===== src/rtl/bac_pkg.sv =====
package bac_pkg;

   localparam int unsigned PressW   = 19;
   localparam int unsigned TempW    = 14;
   localparam int unsigned ScaleW   = 23;
   localparam int unsigned LogW     = 21;
   localparam int unsigned MagW     = 20;
   localparam int unsigned AltW     = 27;
   localparam int unsigned QBits    = 15;

   localparam logic [31:0] RgTimes10Q15 = 32'd9591506;
   localparam logic [31:0] InvLog2eQ31  = 32'h58b90bfc;
   localparam logic [TempW-1:0] KelvinAdjust = TempW'(2731 - 400);

   typedef enum logic [7:0] {
      ST_IDLE  = 8'b0000_0001,
      ST_SCALE = 8'b0000_0010,
      ST_DIV   = 8'b0000_0100,
      ST_NORM  = 8'b0000_1000,
      ST_SQR   = 8'b0001_0000,
      ST_LN    = 8'b0010_0000,
      ST_ALT   = 8'b0100_0000,
      ST_FIN   = 8'b1000_0000
   } state_type;

   typedef struct packed {
      logic busy;
      logic done;
   } div_status_type;

endpackage


===== src/rtl/barometric_altitude_fixed_point_core.sv =====
// Each accepted word passes through the scale, divide, normalize, squaring, log and altitude steps
// before its result word; a zero quotient or a zero pressure ends early with a zero altitude.
// The block takes no new word until its result sits in the output register, so a result-side
// stall also holds back new words. The divide step, the normalize shifts and 15 squarings
// make up most of the work for each word.
// Reset (synchronous, active high) clears the sequencer, the output valid and the reference.
module barometric_altitude_fixed_point_core
   import bac_pkg::*;
(
   input  logic                   clock,
   input  logic                   reset,
   input  logic                   req_valid,
   output logic                   req_ready,
   input  logic [31:0]            req_packed_reading,
   output logic                   rsp_valid,
   input  logic                   rsp_ready,
   output logic signed [AltW-1:0] rsp_altitude_cm,
   output logic                   rsp_reference_held
);

   state_type state_ff, state_in;

   // Ground reference; zero pressure means nothing latched yet.
   logic [PressW-1:0] gp_ff, gp_in;
   logic [TempW-1:0]  gt_ff, gt_in;

   // Per-word working registers.
   logic [PressW-1:0] p_ff, p_in;
   logic [TempW-1:0]  t_ff, t_in;
   logic              held_ff, held_in;
   logic [ScaleW-1:0] scale_ff, scale_in;
   logic [31:0]       x_ff, x_in;
   logic signed [LogW-1:0] y_ff, y_in;
   logic [QBits-1:0]  frac_ff, frac_in;
   logic              neg_ff, neg_in;
   logic [MagW-1:0]   mag_ff, mag_in;
   logic [AltW-1:0]   alt_ff, alt_in;
   logic              wait_ff, wait_in;

   logic              rsp_valid_ff, rsp_valid_in;
   logic [AltW-1:0]   rsp_alt_ff, rsp_alt_in;
   logic              rsp_held_ff, rsp_held_in;

   // Shared multiplier and serial divider.
   logic [31:0]    mul_a, mul_b;
   logic           mul_signed;
   logic [63:0]    mul_prod;
   logic           div_start;
   div_status_type div_stat;
   logic [31:0]    div_quot;

   logic [PressW-1:0] word_p;
   logic [TempW-1:0]  word_t;
   logic [TempW:0]    temp_sum;
   logic [31:0]       ratio;
   logic [QBits+1:0]  sq;
   logic signed [LogW-1:0] ln_val;
   logic [LogW-1:0]   ln_abs;
   logic [AltW-1:0]   alt_mag;
   logic              out_free;

   bac_mul u_mul (
      .clock      (clock),
      .op_a       (mul_a),
      .op_b       (mul_b),
      .op_signed  (mul_signed),
      .product_ff (mul_prod)
   );

   // The dividend is the ground pressure shifted up by 14 and cut to 32 bits.
   bac_div u_div (
      .clock    (clock),
      .reset    (reset),
      .start    (div_start),
      .dividend ({gp_ff[PressW-2:0], 14'b0}),
      .divisor  (p_ff),
      .status   (div_stat),
      .quotient (div_quot)
   );

   assign word_p   = req_packed_reading[PressW-1:0];
   assign word_t   = {1'b0, req_packed_reading[31:PressW]} + KelvinAdjust;
   assign temp_sum = {1'b0, gt_ff} + {1'b0, t_ff};
   assign ratio    = {div_quot[30:0], 1'b0};
   assign sq       = mul_prod[QBits+16:QBits];
   assign ln_val   = mul_prod[LogW+30:31];
   assign ln_abs   = ln_val[LogW-1] ? (~ln_val + LogW'(1)) : ln_val;
   assign alt_mag  = mul_prod[AltW+14:QBits];
   assign out_free = !rsp_valid_ff || rsp_ready;

   assign req_ready = (state_ff == ST_IDLE);
   assign div_start = (state_ff == ST_SCALE) && wait_ff;

   // Multiplier operand selection for the step that issues this cycle.
   always_comb begin
      mul_a      = '0;
      mul_b      = '0;
      mul_signed = 1'b0;
      unique case (state_ff)
         ST_SCALE: begin
            mul_a = RgTimes10Q15;
            mul_b = 32'(temp_sum[TempW:1]);
         end
         ST_SQR: begin
            mul_a = 32'(x_ff[15:0]);
            mul_b = 32'(x_ff[15:0]);
         end
         ST_LN: begin
            mul_a      = 32'(y_ff);
            mul_b      = InvLog2eQ31;
            mul_signed = 1'b1;
         end
         ST_ALT: begin
            mul_a = 32'(scale_ff);
            mul_b = 32'(mag_ff);
         end
         default: begin
            mul_a = '0;
         end
      endcase
   end

   always_comb begin
      state_in     = state_ff;
      gp_in        = gp_ff;
      gt_in        = gt_ff;
      p_in         = p_ff;
      t_in         = t_ff;
      held_in      = held_ff;
      scale_in     = scale_ff;
      x_in         = x_ff;
      y_in         = y_ff;
      frac_in      = frac_ff;
      neg_in       = neg_ff;
      mag_in       = mag_ff;
      alt_in       = alt_ff;
      wait_in      = wait_ff;
      rsp_valid_in = rsp_valid_ff && !rsp_ready;
      rsp_alt_in   = rsp_alt_ff;
      rsp_held_in  = rsp_held_ff;

      unique case (state_ff)
         ST_IDLE: begin
            wait_in = 1'b0;
            if (req_valid) begin
               p_in = word_p;
               t_in = word_t;
               if (word_p == '0) begin
                  // No pressure: zero altitude, reference untouched.
                  held_in  = (gp_ff != '0);
                  alt_in   = '0;
                  state_in = ST_FIN;
               end else begin
                  held_in  = 1'b1;
                  if (gp_ff == '0) begin
                     gp_in = word_p;
                     gt_in = word_t;
                  end
                  state_in = ST_SCALE;
               end
            end
         end
         ST_SCALE: begin
            // Issue cycle, then the product is taken; the divider starts alongside.
            if (!wait_ff) begin
               wait_in = 1'b1;
            end else begin
               wait_in  = 1'b0;
               scale_in = mul_prod[ScaleW+QBits-1:QBits];
               state_in = ST_DIV;
            end
         end
         ST_DIV: begin
            if (div_stat.done) begin
               if (ratio == '0) begin
                  alt_in   = '0;
                  state_in = ST_FIN;
               end else begin
                  x_in     = ratio;
                  y_in     = '0;
                  state_in = ST_NORM;
               end
            end
         end
         ST_NORM: begin
            // One shift a cycle until the value lies in [1, 2) in Q15.
            if (x_ff < 32'h0000_8000) begin
               x_in = {x_ff[30:0], 1'b0};
               y_in = y_ff - LogW'(32768);
            end else if (x_ff >= 32'h0001_0000) begin
               x_in = {1'b0, x_ff[31:1]};
               y_in = y_ff + LogW'(32768);
            end else begin
               frac_in  = QBits'(1) << (QBits - 1);
               wait_in  = 1'b0;
               state_in = ST_SQR;
            end
         end
         ST_SQR: begin
            // Each squaring yields one fraction bit of the log.
            if (!wait_ff) begin
               wait_in = 1'b1;
            end else begin
               wait_in = 1'b0;
               if (sq[16]) begin
                  x_in = 32'(sq[16:1]);
                  y_in = y_ff + LogW'(frac_ff);
               end else begin
                  x_in = 32'(sq[15:0]);
               end
               frac_in = frac_ff >> 1;
               if (frac_ff == QBits'(1)) begin
                  state_in = ST_LN;
               end
            end
         end
         ST_LN: begin
            if (!wait_ff) begin
               wait_in = 1'b1;
            end else begin
               wait_in  = 1'b0;
               neg_in   = ln_val[LogW-1];
               mag_in   = ln_abs[MagW-1:0];
               state_in = ST_ALT;
            end
         end
         ST_ALT: begin
            if (!wait_ff) begin
               wait_in = 1'b1;
            end else begin
               wait_in  = 1'b0;
               alt_in   = neg_ff ? (~alt_mag + AltW'(1)) : alt_mag;
               state_in = ST_FIN;
            end
         end
         ST_FIN: begin
            // The result moves into the output register only once that register is empty or being read.
            if (out_free) begin
               rsp_valid_in = 1'b1;
               rsp_alt_in   = alt_ff;
               rsp_held_in  = held_ff;
               state_in     = ST_IDLE;
            end
         end
         default: begin
            state_in = ST_IDLE;
         end
      endcase
   end

   always_ff @(posedge clock) begin
      p_ff        <= p_in;
      t_ff        <= t_in;
      held_ff     <= held_in;
      scale_ff    <= scale_in;
      x_ff        <= x_in;
      y_ff        <= y_in;
      frac_ff     <= frac_in;
      neg_ff      <= neg_in;
      mag_ff      <= mag_in;
      alt_ff      <= alt_in;
      rsp_alt_ff  <= rsp_alt_in;
      rsp_held_ff <= rsp_held_in;
      if (reset) begin
         state_ff     <= ST_IDLE;
         gp_ff        <= '0;
         gt_ff        <= '0;
         wait_ff      <= 1'b0;
         rsp_valid_ff <= 1'b0;
      end else begin
         state_ff     <= state_in;
         gp_ff        <= gp_in;
         gt_ff        <= gt_in;
         wait_ff      <= wait_in;
         rsp_valid_ff <= rsp_valid_in;
      end
   end

   assign rsp_valid          = rsp_valid_ff;
   assign rsp_altitude_cm    = $signed(rsp_alt_ff);
   assign rsp_reference_held = rsp_held_ff;

`ifndef NO_ASSERTIONS
   a_busy_after_accept: assert property (@(posedge clock) disable iff (reset)
      req_valid && req_ready |=> !req_ready)
      else $error("block ready right after taking a word");

   a_alt_needs_ref: assert property (@(posedge clock) disable iff (reset)
      rsp_valid && (rsp_altitude_cm != '0) |-> rsp_reference_held)
      else $error("nonzero altitude without a ground reference");

   a_div_done_in_div: assert property (@(posedge clock) disable iff (reset)
      div_stat.done |-> (state_ff == ST_DIV))
      else $error("divider finished outside the divide step");
`endif

endmodule


===== src/rtl/bac_mul.sv =====
module bac_mul
   import bac_pkg::*;
(
   input  logic        clock,
   input  logic [31:0] op_a,
   input  logic [31:0] op_b,
   input  logic        op_signed,
   output logic [63:0] product_ff
);

   logic signed [32:0] a_ext;
   logic signed [32:0] b_ext;
   logic signed [65:0] full;
   logic [63:0]        product_in;

   // Operands are widened by one bit so one multiplier serves both signed and unsigned use.
   assign a_ext      = $signed({op_signed & op_a[31], op_a});
   assign b_ext      = $signed({op_signed & op_b[31], op_b});
   assign full       = a_ext * b_ext;
   assign product_in = full[63:0];

   always_ff @(posedge clock) begin
      product_ff <= product_in;
   end

endmodule


===== src/rtl/bac_div.sv =====
module bac_div
   import bac_pkg::*;
(
   input  logic              clock,
   input  logic              reset,
   input  logic              start,
   input  logic [31:0]       dividend,
   input  logic [PressW-1:0] divisor,
   output div_status_type    status,
   output logic [31:0]       quotient
);

   logic [31:0]       dvd_ff, dvd_in;
   logic [PressW-1:0] rem_ff, rem_in;
   logic [PressW-1:0] dsr_ff, dsr_in;
   logic [4:0]        count_ff, count_in;
   logic              busy_ff, busy_in;
   logic              done_ff, done_in;
   logic [PressW:0]   shifted;
   logic [PressW+1:0] diff;

   // Restoring division, one quotient bit per cycle; quotient bits shift into the dividend.
   assign shifted = {rem_ff, dvd_ff[31]};
   assign diff    = {1'b0, shifted} - {2'b00, dsr_ff};

   always_comb begin
      dvd_in   = dvd_ff;
      rem_in   = rem_ff;
      dsr_in   = dsr_ff;
      count_in = count_ff;
      busy_in  = busy_ff;
      done_in  = 1'b0;
      if (start) begin
         dvd_in   = dividend;
         rem_in   = '0;
         dsr_in   = divisor;
         count_in = '0;
         busy_in  = 1'b1;
      end else if (busy_ff) begin
         if (diff[PressW+1]) begin
            rem_in = shifted[PressW-1:0];
            dvd_in = {dvd_ff[30:0], 1'b0};
         end else begin
            rem_in = diff[PressW-1:0];
            dvd_in = {dvd_ff[30:0], 1'b1};
         end
         count_in = count_ff + 5'd1;
         if (count_ff == 5'd31) begin
            busy_in = 1'b0;
            done_in = 1'b1;
         end
      end
   end

   always_ff @(posedge clock) begin
      dvd_ff <= dvd_in;
      rem_ff <= rem_in;
      dsr_ff <= dsr_in;
      if (reset) begin
         count_ff <= '0;
         busy_ff  <= 1'b0;
         done_ff  <= 1'b0;
      end else begin
         count_ff <= count_in;
         busy_ff  <= busy_in;
         done_ff  <= done_in;
      end
   end

   assign status.busy = busy_ff;
   assign status.done = done_ff;
   assign quotient    = dvd_ff;

endmodule

===== config.mk =====
export PLATFORM = sky130hd
export DESIGN_NAME = barometric_altitude_fixed_point_core
export DESIGN_NICKNAME = d
export VERILOG_FILES = /design/src/rtl/bac_pkg.sv /design/src/rtl/barometric_altitude_fixed_point_core.sv /design/src/rtl/bac_mul.sv /design/src/rtl/bac_div.sv
export SDC_FILE = /design/constraint.sdc
export NUM_CORES = 2
export LEC_CHECK = 0
export ABC_AREA = 1
export BUFFER_PORTS_ARGS = -buffer_cell sky130_fd_sc_hd__buf_2
export CAP_MARGIN = 10
export CORE_UTILIZATION = 35
export DETAILED_ROUTE_END_ITERATION = 10
export HOLD_SLACK_MARGIN = 0.12
export SLEW_MARGIN = 30
export SYNTH_ARGS = -nofsm -noshare
export SYNTH_HDL_FRONTEND = slang
export SYNTH_SLANG_ARGS = --single-unit

===== constraint.sdc =====
create_clock -name clock -period 7 [get_ports clock]
set_input_delay 0.7 -clock clock [delete_from_list [all_inputs] [get_ports clock]]
set_output_delay 0.7 -clock clock [all_outputs]
set_load 0.05 [all_outputs]

# == Yosys cells after proc, flatten, opt, wreduce, memory -nomap -nowiden ==
# Cells that the tools add are included.
# totals
regBits,373
latch_bits,0
ramBits,0
mem_bits_ro,0
input_bits,36
out_inout_bits,30
elab_cells,152
mem_count,0
# op_classes
n_addsub,9
multipliers,1
n_div,0
order_cmp,2
n_eq_ne,25
shift,0
n_mux,56
bitwise_logic,6
n_reduce_logical,28
# op_table
op,count
2-to-1 mux 32 bit,7
2-to-1 mux 27 bit,6
one-hot mux 32 bit (4 select lines),1
2-to-1 mux 21 bit,6
one-hot mux 31 bit (4 select lines),1
2-to-1 mux 8 bit,12
one-hot mux 32 bit (3 select lines),1
one-hot mux 27 bit (3 select lines),1
one-hot mux 8 bit (8 select lines),1
one-hot mux 21 bit (3 select lines),1
multiplier 33 x 33 -> 52 bit,1
2-to-1 mux 15 bit,3
zero test 19 bit,2
greater-or-equal comparator 32 x 17 -> 1 bit (second input constant),1
zero test 32 bit,1
< comparator 32 x 16 -> 1 bit (second input constant),1
one-hot mux 15 bit (2 select lines),1
adder 27 x 1 -> 27 bit (second input constant),1
NOT 27 bit,1
!= test 2 bit (second input constant),11
adder 21 x 15 -> 21 bit,1
adder 21 x 17 -> 21 bit (second input constant),1
subtractor 20 x 19 -> 21 bit,1
subtractor 21 x 17 -> 21 bit (second input constant),1
40 further kinds,63

# == Logic depth before layout (Yosys ltp) ==
# logic_depth
ltp_word,5
depth_mapped,48
depth_no_buf,47

# == Modules after synthesis ==
# From an unflattened synthesis, not the netlist that was laid out.
# unflattened
cells_unflattened,7213
hier_area_um2,58802.6
# by_module_without_submodules
module,instances,cells_per_inst,area_per_inst_um2,seq_area_each_um2
bac_mul,1,5041,41033.1,1281.2
barometric_altitude_fixed_point_core,1,1576,13284.0,6896.6
bac_div,1,596,4485.6,2052.0

# == Worst setup path before layout ==
# Ideal clock, no wire load.
# synth_path
kind,reg2reg
from,reg t_ff[2]
to,reg u_mul.product_ff[48]
setup_time_ns,0.112
t_arrival_ns,7.570
t_required_ns,6.888
slack_ns,-0.683
stages_incl_launch_ff,37
path_buffers,1
period_less_slack_ns,7.683
cell_sequence,edfxtp_1 -> ha_1 -> inv_1 -> o31ai_1 -> nor2_1 -> nor3b_1 -> nor4_4 -> inv_2 -> clkbuf_1 -> nand2_1 -> fa_1 -> fa_1 -> inv_1 -> fa_1 -> inv_1 -> fa_1 -> inv_1 -> fa_1 -> inv_1 -> fa_1 -> inv_1 -> fa_1 -> inv_1 -> fa_1 -> inv_1 -> ha_1 -> nand2_1 -> inv_1 -> a21oi_1 -> o21ai_0 -> a31oi_1 -> o221a_2 -> nand2_1 -> nand2_1 -> nand2_1 -> nand2_1 -> nand2_1
# synth_between
elab_chain_len,3
# synth_lines
item,line_no,rtl
start: declaration,barometric_altitude_fixed_point_core.sv:29,"logic [TempW-1:0] t_ff, t_in;"
start signal: assignment,barometric_altitude_fixed_point_core.sv:253,t_ff <= t_in;
adder 14 x 14 -> 15 bit,barometric_altitude_fixed_point_core.sv:83,"assign temp_sum = {1'b0, gt_ff} + {1'b0, t_ff};"
one-hot mux 31 bit (4 select lines),barometric_altitude_fixed_point_core.sv:99,unique case (state_ff)
multiplier 33 x 33 -> 52 bit,bac_mul.sv:19,assign full = a_ext * b_ext;
named net u_mul.full[48],bac_mul.sv:13,logic signed [65:0] full;
end signal: assignment,bac_mul.sv:23,product_ff <= product_in;
end: declaration,bac_mul.sv:8,output logic [63:0] product_ff
# The timed path passes the listed nets, and every way through them passes these cells.
# A chain may end at the register's enable or synchronous reset.

# == Final worst setup path ==
# layout_path
from,reg t_ff[3]
to,reg u_mul.product_ff[43]
# The elaborated chain is that of the path after synthesis.

==> summary.txt <==
Residual DRC count = 0
Initial core utilization = 0.3528
Avg Vias per Cell = 4.758
Final period util = 1.147
Layout cells sized above 1 = 0.2270
Most frequent CP cell = fa_1
Syn-to-layout area delta = 26.10%
Clock Path Buffers = 3
Slew Viols, Final = 0
Routed WL = 131300 um
Fin cells = 7207
1st-pass router iterations = 5
Largest net degree at the start of global routing = 55
Syn avg cell area = 8.853 um^2
Overall power = 0.01558 W
Peak VDD IR = 0.0007622 V
WL/cell = 18.22 um
Initial antenna violation count = 3
CTS hold repair buffers = 0
Clock Power Share = 0.142
Critical Path Fanout Max = 5
Leakage = 26.88 nW
Critical Path Sink Type = register
Logic gate share of total power = 0.661
TritonCTS clock tree = yes
Synth area leaders = fa_1 34%, edfxtp_1 17%, inv_1 11%
Top routing layer in use = met5
CORE AREA = 121900 um^2
P_sw = 0.007158 W
Skew final = 0.04389 ns
Top_reg_cell synth = edfxtp_1
Netlist cell types = 60
Routability Congestion = 0.9627
Pre-CTS setup slack = -1.394 ns
Routed vias = 34290
Max stage delay cell, worst path = fa_1
Utilization after layout = 0.4449
Hold Path Sink = gt_ff[0]$_SDFFE_PP0P_
Tot GR Track Use = 0.2165
Global route overflow = 0
Clock transition at the registers of the reported paths = 0.06 ns
RSZ-0062 raised after global routing = yes
FMAX = 124.5 MHz
FF-to-FF path depth = 40
YS warnings = 0
Hold path cells = 2
Die Height = 352.5 um
EDFF count, synth = 238
Number of max-cap violations = 0
Startpoint Class = register
Final setup viols = 37
Crit path largest cell delay = 0.55 ns
Top delay family on crit path = adder cells
Post-DP HPWL = 111500 um
Register area share after synthesis = 0.2221
Final nets = 6603
Min-delay src = req_packed_reading[19]
Failing checks = setup timing
Antenna-violating nets left = 0
Die area = 124300 um^2
Min-delay worst type = in2reg
Internal power = 0.008424 W
Antenna Diode Count = 0
Sequential share of power = 0.197
Clk Latency, worst-skew pair = 0.60 ns
Net Sw Frac = 0.4593
Post-synth top area share = 0.3412
FF+latch count, synth = 358
Placed Cells incl. Taps = 7081
CP Buf/Inv Count = 12
Fin worst setup slack = -1.029 ns
Met2 WL = 59860 um
Status = finished with violations
Pwr Density = 287.4 nW/um^2
Num CTS Buffers = 41
Vias in the first global route = 36120
Sink Count = 358
Die width = 352.5 um
CP arrival = 8.52 ns
Required time of the critical path = 7.49 ns
RR Endpoint = u_mul.product_ff[43]$_DFF_P_
H-Tree Depth = 2
WS Path Type = reg2reg
Post-DP Area = 50430 um^2
IO Pins = 66
Row cnt = 128
Final min period = 8.029 ns
Met1 wire length = 56140 um
Cell accounting for the most synthesized area = fa_1
Reg2reg start = t_ff[3]$_DFFE_PP_
First-pass GRT wire length = 207600 um
Crit path launch = t_ff[3]$_DFFE_PP_
CTS Root Cell = clkbuf_16
Final number of hold-violating endpoints = 0
Synthesized area = 43000 um^2
Worst reg-to-reg setup slack = -1.03 ns
DR WL met3 = 8053 um
Cells after Synth = 4857
DR iter-0 viols = 2461
Async S/R FF share, synth = 0
Worst-Margin Slew = 0.8482 ns
PortBufs = 65
Slew margin rel. = 0.4310
Design area = 54230 um^2
[cell type report]
type | count | area, um^2
timing repair inverter | 1 | 6.256
fill | 11680 | 67650
clock inverter | 22 | 266.5
multi-input combinational | 3135 | 30540
sequential | 358 | 9549
timing repair buffer | 721 | 5827
tap | 1625 | 2033
inverter | 1291 | 4888
clock buffer | 54 | 1115
[stage by stage]
step	hold slack [ns]	setup TNS, ns
after floorplan	0.4003	-7.081
after global placement	0.4056	-42.79
after detailed placement	0.4045	-45.26
after CTS	0.2749	-31.14
after global routing	0.2945	-44.25
final	0.3032	-32.50
[cells by family (layout without fill, tap and decap cells)]
kind of cell	Yosys count	in the layout	share of synthesized area
AOI/OAI and AO/OA	571	571	0.07522
xor gates and xnor gates	99	99	0.02016
DFF	358	358	0.2221
adders and majority gates	1018	1018	0.4242
buffers and inverters	1411	2089	0.1248
and+or+nand+nor	1398	1398	0.1334
other	2	49	0.0001746
[worst reg2reg max path: cells and delay by family (launching register included)]
| kind | cells | cell delay, ns |
|---|---|---|
| simple gates | 12 | 1.07 |
| xor+xnor | 1 | 0.13 |
| fa+ha+maj | 10 | 4.43 |
| compound gates | 5 | 0.81 |
| flops | 1 | 0.40 |
| buf+inv | 12 | 1.11 |
[placed cells by master, fill, tap and decap left out, types with 66 or more instances in the layout]
cell type | synthesis | routed
a21oi_1 | 204 | 173
nand2_1 | 696 | 609
dfxtp_1 | 120 | 120
o21ai_0 | 199 | 173
edfxtp_1 | 238 | 238
inv_1 | 1265 | 1204
fa_1 | 733 | 679
ha_1 | 285 | 238
nor2_1 | 493 | 422
buf_4 | 3 | 579
buf_2 | 47 | 66
[worst max path at each step]
stage                                   end  slack (ns)  cells after the start
2_1_floorplan  u_mul.product_ff[48]$_DFF_P_       -0.35                     36
3_3_place_gp   u_mul.product_ff[35]$_DFF_P_       -1.31                     38
3_5_place_dp   u_mul.product_ff[35]$_DFF_P_       -1.39                     36
4_1_cts        u_mul.product_ff[51]$_DFF_P_       -1.02                     41
5_1_grt        u_mul.product_ff[49]$_DFF_P_       -1.39                     48
6_report       u_mul.product_ff[43]$_DFF_P_       -1.03                     40
[state kept, by name (all words and copies together) (netlist names), 5 cells and up]
register and flops:
u_mul.product_ff 37, u_div.quotient 32, x_ff 32, alt_ff 27, rsp_altitude_cm 27, scale_ff 23
y_ff 21, mag_ff 20, gp_ff 19, p_ff 19, u_div.dsr_ff 19, u_div.rem_ff 19
frac_ff 15, gt_ff 14, t_ff 14, state_ff 8, u_div.count_ff 5
[power groups by stage]
stage | Clock [W] | Combinational, W | Sequential, W
finish | 0.00222 | 0.0103 | 0.00306
global route | 0.00233 | 0.0114 | 0.00308
CTS | 0.00227 | 0.00999 | 0.00306
detailed placement | 0 | 0.00966 | 0.00310
global placement | 0 | 0.00957 | 0.00309
floorplan | 0 | 0.00526 | 0.00288
[layer usage]
| layer | GRT usage | vias to the layer above |
|---|---|---|
| met5 | 0 | - |
| met4 | 0.09774 | 4 |
| met3 | 0.02913 | 213 |
| met2 | 0.3492 | 968 |
| met1 | 0.2894 | 17020 |
| li1 | - | 16090 |
[cell usage after synthesis (4+ instances only)]
library cell	number
a21o_1	15
dfxtp_1	120
a221oi_1	5
ha_1	285
clkinv_1	14
nor2_2	7
a211oi_1	9
a21oi_1	204
nor3_1	44
inv_1	1265
buf_2	47
o221a_2	4
clkbuf_1	62
nand3_1	76
o21ai_1	8
buf_1	7
nor4_1	25
nand2_2	9
o21a_1	12
xor2_1	65
xnor2_1	34
nand4_1	18
o211ai_1	14
nor2_1	493
o21ai_0	199
fa_1	733
nand2_1	696
inv_2	12
a31oi_1	31
edfxtp_1	238
nand3b_1	5
o31ai_1	7
o22ai_1	43
and3_1	5
[what timing repair did]
action | 4_1_cts | 5_1_grt
setup endpoints to repair | 37 | 37
cloned | 2 | 1
pin swaps | 134 | 118
endpoints found under the hold margin | 0 | 0
resized for setup | 328 | 179
buffers inserted | 35 | 23
Power figures use the tool's default switching activity.
